$ cat config.mk
export PLATFORM = sky130hd
export DESIGN_NAME = c1d_mac
export DESIGN_NICKNAME = d
export VERILOG_FILES = /design/src/sv/c1d_pkg.sv /design/src/sv/c1d_mac.sv
export SDC_FILE = /design/constraint.sdc
export NUM_CORES = 1
export LEC_CHECK = 0
export BUFFER_PORTS_ARGS = -buffer_cell sky130_fd_sc_hd__buf_2
export CAP_MARGIN = 10
export CORE_ASPECT_RATIO = 1.1
export CORE_MARGIN = 2
export CORE_UTILIZATION = 61
export CTS_CLUSTER_DIAMETER = 200
export DETAILED_ROUTE_END_ITERATION = 6
export GPL_ROUTABILITY_DRIVEN = 0
export PLACE_DENSITY = 0.8
export SETUP_SLACK_MARGIN = 0.4
export SYNTH_ARGS = -nofsm -noshare
export SYNTH_HDL_FRONTEND = slang
export SYNTH_SLANG_ARGS = --single-unit
$ cat constraint.sdc
create_clock -name clk_i -period 3.6 [get_ports clk_i]
set_clock_uncertainty 0.1 [all_clocks]
set_input_delay 0.72 -clock clk_i [delete_from_list [all_inputs] [get_ports clk_i]]
set_output_delay 0.72 -clock clk_i [all_outputs]
set_load 0.01 [all_outputs]
$ cat src/sv/c1d_pkg.sv
// ----------------------------------------------------------------------------
// c1d_pkg - shared types and constants of the 1-D convolution MAC
// Field widths, opcode and register codes, and the structs that pass
// between the sequencer, the stores and the shared MAC.
// ----------------------------------------------------------------------------
`default_nettype none

package c1d_pkg;

  // default store sizes
  localparam int MAX_FILTERS_DEF  = 16;
  localparam int MAX_TAPS_DEF     = 16;
  localparam int MAX_CHANNELS_DEF = 8;
  localparam int MAX_SAMPLES_DEF  = 256;

  // results per position never exceed this
  localparam int RESULT_CAP = 16;

  // fixed field widths
  localparam int OP_W       = 2;
  localparam int VALUE_W    = 16;
  localparam int IDXA_W     = 8;
  localparam int IDXB_W     = 4;
  localparam int IDXC_W     = 3;
  localparam int FIDX_W     = 4;
  localparam int SUM_W      = 32;
  localparam int CFG_IDX_W  = 3;
  localparam int CFG_DATA_W = 9;

  // window arithmetic: pos(8b) * stride(5b), + taps, * channels
  localparam int STRIDE_W = 5;
  localparam int START_W  = 13;
  localparam int END_W    = 14;
  localparam int ENDCH_W  = 20;

  // opcodes
  localparam logic [OP_W-1:0] OP_WEIGHT  = 2'd0;
  localparam logic [OP_W-1:0] OP_BIAS    = 2'd1;
  localparam logic [OP_W-1:0] OP_SAMPLE  = 2'd2;
  localparam logic [OP_W-1:0] OP_COMPUTE = 2'd3;

  // configuration register indexes
  localparam logic [CFG_IDX_W-1:0] CFG_CHANNELS = 3'd0;
  localparam logic [CFG_IDX_W-1:0] CFG_FILTERS  = 3'd1;
  localparam logic [CFG_IDX_W-1:0] CFG_TAPS     = 3'd2;
  localparam logic [CFG_IDX_W-1:0] CFG_STRIDE   = 3'd3;
  localparam logic [CFG_IDX_W-1:0] CFG_LENGTH   = 3'd4;

  // store write request, taken from an accepted load item
  typedef struct packed {
    logic               en;
    logic [OP_W-1:0]    op;
    logic [VALUE_W-1:0] value;
    logic [IDXA_W-1:0]  idx_a;
    logic [IDXB_W-1:0]  idx_b;
    logic [IDXC_W-1:0]  idx_c;
  } load_t;

  // MAC control from the sequencer
  typedef struct packed {
    logic load_bias;  // bias read data valid: seed accumulator
    logic mul_en;     // weight and sample read data valid
    logic round;      // accumulator final: round and saturate
  } mac_ctrl_t;

endpackage

`default_nettype wire

$ cat src/sv/c1d_mac.sv
// ----------------------------------------------------------------------------
// c1d_mac - shared multiply-accumulate unit
// Registered 16x16 product, wide accumulator seeded with the bias,
// then rounding to Q16.16 with saturation.
// ----------------------------------------------------------------------------
`default_nettype none

module c1d_mac #(
  parameter int ACC_W = 41
) (
  input  logic                                clk_i,
  input  logic                                rst_ni,
  input  c1d_pkg::mac_ctrl_t                  ctrl_i,
  input  logic signed [c1d_pkg::VALUE_W-1:0]  bias_i,
  input  logic signed [c1d_pkg::VALUE_W-1:0]  weight_i,
  input  logic signed [c1d_pkg::VALUE_W-1:0]  sample_i,
  output logic                                busy_o,
  output logic signed [c1d_pkg::SUM_W-1:0]    result_o
);
  import c1d_pkg::*;

  localparam int PROD_W = 2 * VALUE_W;
  localparam logic signed [ACC_W:0] SAT_HI = {{(ACC_W-30){1'b0}}, {31{1'b1}}};
  localparam logic signed [ACC_W:0] SAT_LO = {{(ACC_W-30){1'b1}}, {31{1'b0}}};

  logic signed [PROD_W-1:0] prod_q;
  logic                     prod_vld_q;
  logic signed [ACC_W-1:0]  acc_q;
  logic signed [SUM_W-1:0]  res_q;
  logic signed [ACC_W:0]    rnd_sum;
  logic signed [ACC_W:0]    rnd_shr;

  always_ff @(posedge clk_i or negedge rst_ni) begin
    if (!rst_ni) begin
      prod_vld_q <= 1'b0;
    end else begin
      prod_vld_q <= ctrl_i.mul_en;
    end
  end

  // Q4.12 bias aligned to Q8.24
  always_ff @(posedge clk_i) begin
    if (ctrl_i.mul_en) begin
      prod_q <= weight_i * sample_i;
    end
    if (ctrl_i.load_bias) begin
      acc_q <= {{(ACC_W-VALUE_W-12){bias_i[VALUE_W-1]}}, bias_i, 12'b0};
    end else if (prod_vld_q) begin
      acc_q <= acc_q + {{(ACC_W-PROD_W){prod_q[PROD_W-1]}}, prod_q};
    end
  end

  // halves go up: floor((acc + 128) / 256)
  always_comb begin
    rnd_sum = {acc_q[ACC_W-1], acc_q} + (ACC_W+1)'(128);
    rnd_shr = rnd_sum >>> 8;
  end

  always_ff @(posedge clk_i) begin
    if (ctrl_i.round) begin
      if (rnd_shr > SAT_HI) begin
        res_q <= SAT_HI[SUM_W-1:0];
      end else if (rnd_shr < SAT_LO) begin
        res_q <= SAT_LO[SUM_W-1:0];
      end else begin
        res_q <= rnd_shr[SUM_W-1:0];
      end
    end
  end

  assign busy_o   = prod_vld_q;
  assign result_o = res_q;

endmodule

`default_nettype wire

== Word level (Yosys, flattened, before mapping) ==
Index checks and enable logic that the tools add are counted.
Word-level totals
  register bits after elaboration: 106
  input bits: 53
  output and inout port bits: 33
  logic and storage cells: 14
Cells by class
  add/sub/neg operators: 2
  multipliers: 1
  magnitude comparators: 2
  multiplexer cells: 3
  reduce and logical (&&, ||, !) cells: 1
Operators by type and width (count)
  $mux W41: 2
  $add A41 B9 Y42 const B: 1
  $add A41 B41 Y41: 1
  $gt A34 B32 Y1 const B: 1
  $lt A34 B32 Y1 const B: 1
  $mul A16 B16 Y32: 1
  $mux W32: 1
  $reduce_bool A2 Y1: 1

== Depth between registers and ports, before layout ==
  word-level depth: 3
  mapped depth: 25

== Least setup slack after synthesis ==
No wires, ideal clock.
  path type: input port to flip-flop
  from: input port sample_i[9] in the netlist's numbering
  to: register prod_q[22] (data pin)
  library setup time: 0.195 ns
  data arrival time: 6.485 ns
  setup slack: -3.180 ns
  stages on the path: 21
  buffers on the path: 1
  cell sequence: clkbuf_1 nand2_1 fa_1 inv_1 fa_1 inv_1 fa_1 inv_1 fa_1 fa_1 inv_1 fa_1 inv_1 ha_1 or3_1 o211ai_1 a21oi_1 o31a_1 o31a_1 or4b_2 o311ai_0
On the way
  cells in the longest elaborated chain, start to end: 1
Ends and longest elaborated chain
  start, declared: line c1d_mac.sv:16  | input logic signed [c1d_pkg::VALUE_W-1:0] sample_i,
  $mul A16 B16 Y32: line c1d_mac.sv:44  | prod_q <= weight_i * sample_i;
  end signal, assigned: line c1d_mac.sv:44
  end, declared: line c1d_mac.sv:26  | logic signed [PROD_W-1:0] prod_q;
Every way passes these cells.
A chain may end at the register's enable or synchronous reset.

== Final worst setup path ==
  from: input port sample_i[4] in the netlist's numbering
  to: register prod_q[31] (data pin)
Same word-level chain as after synthesis.

==> summary.md <==
| Metric | Value |
|---|---|
| #FFs+latches synth | 106 |
| Synth Instances | 1,741 |
| Synth warn | 0 |
| Worst skew pair latency | 0.36 ns |
| CTS Sinks | 106 |
| Fin crit period | 6.13 ns |
| Die area | 28,100 sq um |
| Setup ws final | -2.53 ns |
| Synth top area cells | fa_1 (32%), edfxtp_1 (17%), ha_1 (9.4%) |
| Post-synth EDFFs | 93 |
| Die Ht | 175 um |
| Sequential area share after synthesis | 18.8% |
| Max Cap Violations | 0 |
| Grt total ovfl | 0 |
| WL final | 41.3 mm |
| Synth cell count leaders | inv_1 (343), fa_1 (263), nand2_1 (182) |
| Post-synth top area share | 32.3% |
| Fin nets | 2,443 |
| Port bufs | 85 |
| First-pass GRT wire length | 65.5 mm |
| CP Max Fanout | 6 |
| Fraction of registers with async set/reset | 0.943% |
| Antenna cell count | 0 |
| Chip width | 160 um |
| Crit start category | input pin |
| Initial Util | 62.2% |
| F_max | 0.163 GHz |
| Layout cells sized above 1 | 26.7% |
| Compound-Gate Fraction of Synth Area | 9.78% |
| # rows | 62 |
| Area Growth Syn to Fin | 25.1% |
| CP Class | input pin to flop |
| Area fraction in and, or, nand and nor cells after synthesis | 14.9% |
| Synth Area in Adders | 41.7% |
| Iteration-0 DRC Markers | 925 |
| Post-synthesis net count | 2,180 |
| Worst reg2reg setup slack | 0.43 ns |
| WP data arrival | 6.15 ns |
| Synth Area in XOR/XNOR | 4.94% |
| Status | finished with violations |
| Fin. max-slew vios | 0 |
| HPWL Detailed | 31.0 mm |
| CTS tree | built |
| Final setup viols | 27 |
| Root cell of the clock tree | clkbuf_16 |
| Vias per cell | 5.64 |
| RSZ-0062 raised after global routing | yes |
| Number of iterations in the first detailed-routing pass | 7 |
| Mux contribution to synthesized area | 0.675% |
| Count leader, synth | inv_1 |
| Slew HR | 51.3% |
| Failing checks | design-rule violations, negative setup slack |
| Mapped Avg Cell Area | 9.37 sq um |
| Vias in the first global route | 13,678 |
| Drc violations | 1 |
| Largest net degree at the start of global routing | 34 |
| CP required | 3.61 ns |
| Top FF cell, synth | edfxtp_1 |
| Area of the mapped netlist | 16,300 sq um |
| Period utilization | 170% |
| H-Tree Depth | 3 |
| CP Capture Type | flop |
| Clock transition at path regs | 0.08 ns |
| Final Hold Violating Endpoints | 0 |
| DR vias | 13,322 |
| CTS Buf Count | 9 |
| Final design utilization | 77.8% |
| Largest family of logic cells by synthesized area | adder cells |
| Worst hold path class | input pin to asynchronous set/reset pin |
| Largest area contributor in the netlist | fa_1 |
| Library cells used by synthesis | 58 |
| Core ar. | 26,200 sq um |
| IO Count | 86 |
| Post-CTS Hold Buffers | 0 |
| Worst Tran Pin Value | 0.730 ns |
| GRT Overall Usage | 28.8% |
| Antenna Violating Nets Remaining | 0 |
| WL/cell | 17.5 um |
| Initial antenna violation count | 0 |
| Clock Path Buffers | 2 |
-- final timing paths --
kind | end | depth (start not counted) | startpoint
setup / recovery | prod_q[31]$_DFFE_PP_ | 23 | sample_i[4]
hold / removal | busy_o$_DFF_PN0_ | 1 | rst_ni
setup reg to reg | acc_q[39]$_DFFE_PP_ | 10 | acc_q[14]$_DFFE_PP_
hold reg to reg | acc_q[1]$_SDFFE_PP0P_ | 2 | acc_q[1]$_SDFFE_PP0P_
max in group asynchronous | busy_o$_DFF_PN0_ | 1 | rst_ni
min in group clk_i | acc_q[1]$_SDFFE_PP0P_ | 2 | acc_q[1]$_SDFFE_PP0P_
-- cell usage in the layout, fill, tap and decap left out, drive strengths merged, types with 4 or more instances in the layout --
cell,netlist,layout
a211oi,10,10
o21bai,13,13
o21a,12,12
xnor2,59,59
mux2i,11,11
a31oi,5,5
ha,123,123
nor2b,6,6
xor2,33,33
and2,119,119
nand3,31,31
a21oi,71,71
o211ai,4,4
o31ai,5,5
buf,2,307
edfxtp,93,93
a21o,30,30
nor2,64,64
clkbuf,54,10
nor3,13,13
dfxtp,12,12
nand4,17,17
fa,263,263
and4,7,7
o21ai,78,78
nor3b,4,4
nand2,182,182
nand2b,13,13
a31o,4,4
inv,343,345
and3,16,16
or2,4,4
-- per-layer routing --
layer	vias up	part of all wire, %	wire [um]	GRT usage (%)
met5	-	0	0	0
met4	0	3.4	1390	8.22
met3	117	6.1	2530	3.99
met2	580	51	20900	52.1
met1	6540	40	16500	36.3
li1	6085	-	-	-
-- state kept, by name, summed over array words and instances (netlist names) --
register / cells
busy_o: 1
result_o: 32
acc_q: 41
prod_q: 32
-- repair_timing --
action | CTS | global route
buffers inserted | 20 | 16
pin swaps | 98 | 81
setup endpoints to repair | 34 | 36
gates resized for setup | 151 | 104
-- metrics by stage --
| step | setup WS (ns) | cells | setup TNS, ns | hold slack [ns] | area (sq um) |
|---|---|---|---|---|---|
| floorplan | -2.65 | 1741 | -47.92 | 0.324 | 17000 |
| detailed placement | -3.02 | 2309 | -63.00 | 0.392 | 18800 |
| global route | -2.67 | 2361 | -54.32 | 0.0141 | 20400 |
| finish | -2.53 | 2361 | -50.98 | 0.0214 | 20400 |
| global placement | -2.91 | 2309 | -60.32 | 0.378 | 18800 |
| CTS | -2.50 | 2345 | -49.19 | 0.0215 | 19800 |
-- logic make-up (layout without fill, tap and decap cells) --
family,after synthesis,in the layout
xor gates and xnor gates,92,92
and+or+nand+nor,489,489
buffers and inverters,399,667
muxes,11,11
adders and majority gates,386,386
DFF,106,106
AOI/OAI and AO/OA,258,258
-- area by class of cell --
cell class | count | area (sq um)
Inverter | 343 | 1300
Timing Repair Buffer | 308 | 2480
Tap cell | 352 | 440
Clock buffer | 9 | 225
Clock inverter | 7 | 50.0
Multi-Input combinational cell | 1236 | 12900
Fill cell | 1573 | 5820
Sequential cell | 106 | 3060
-- critical path: stages --
cell,delay (ns)
buf_8,0.11
buf_6,0.12
and2_4,0.14
fa_1,0.58
inv_2,0.05
fa_1,0.50
inv_2,0.05
fa_2,0.54
fa_2,0.44
fa_1,0.51
inv_1,0.05
fa_1,0.49
inv_2,0.05
ha_4,0.26
and4_1,0.20
and2_4,0.17
nand3_2,0.07
a211o_1,0.27
a31o_4,0.27
a31oi_4,0.20
a21o_1,0.15
a21oi_2,0.06
xnor2_1,0.12
Power is not shown: default switching activity piles up to over one toggle a cycle in this logic, so the estimate is an artifact.
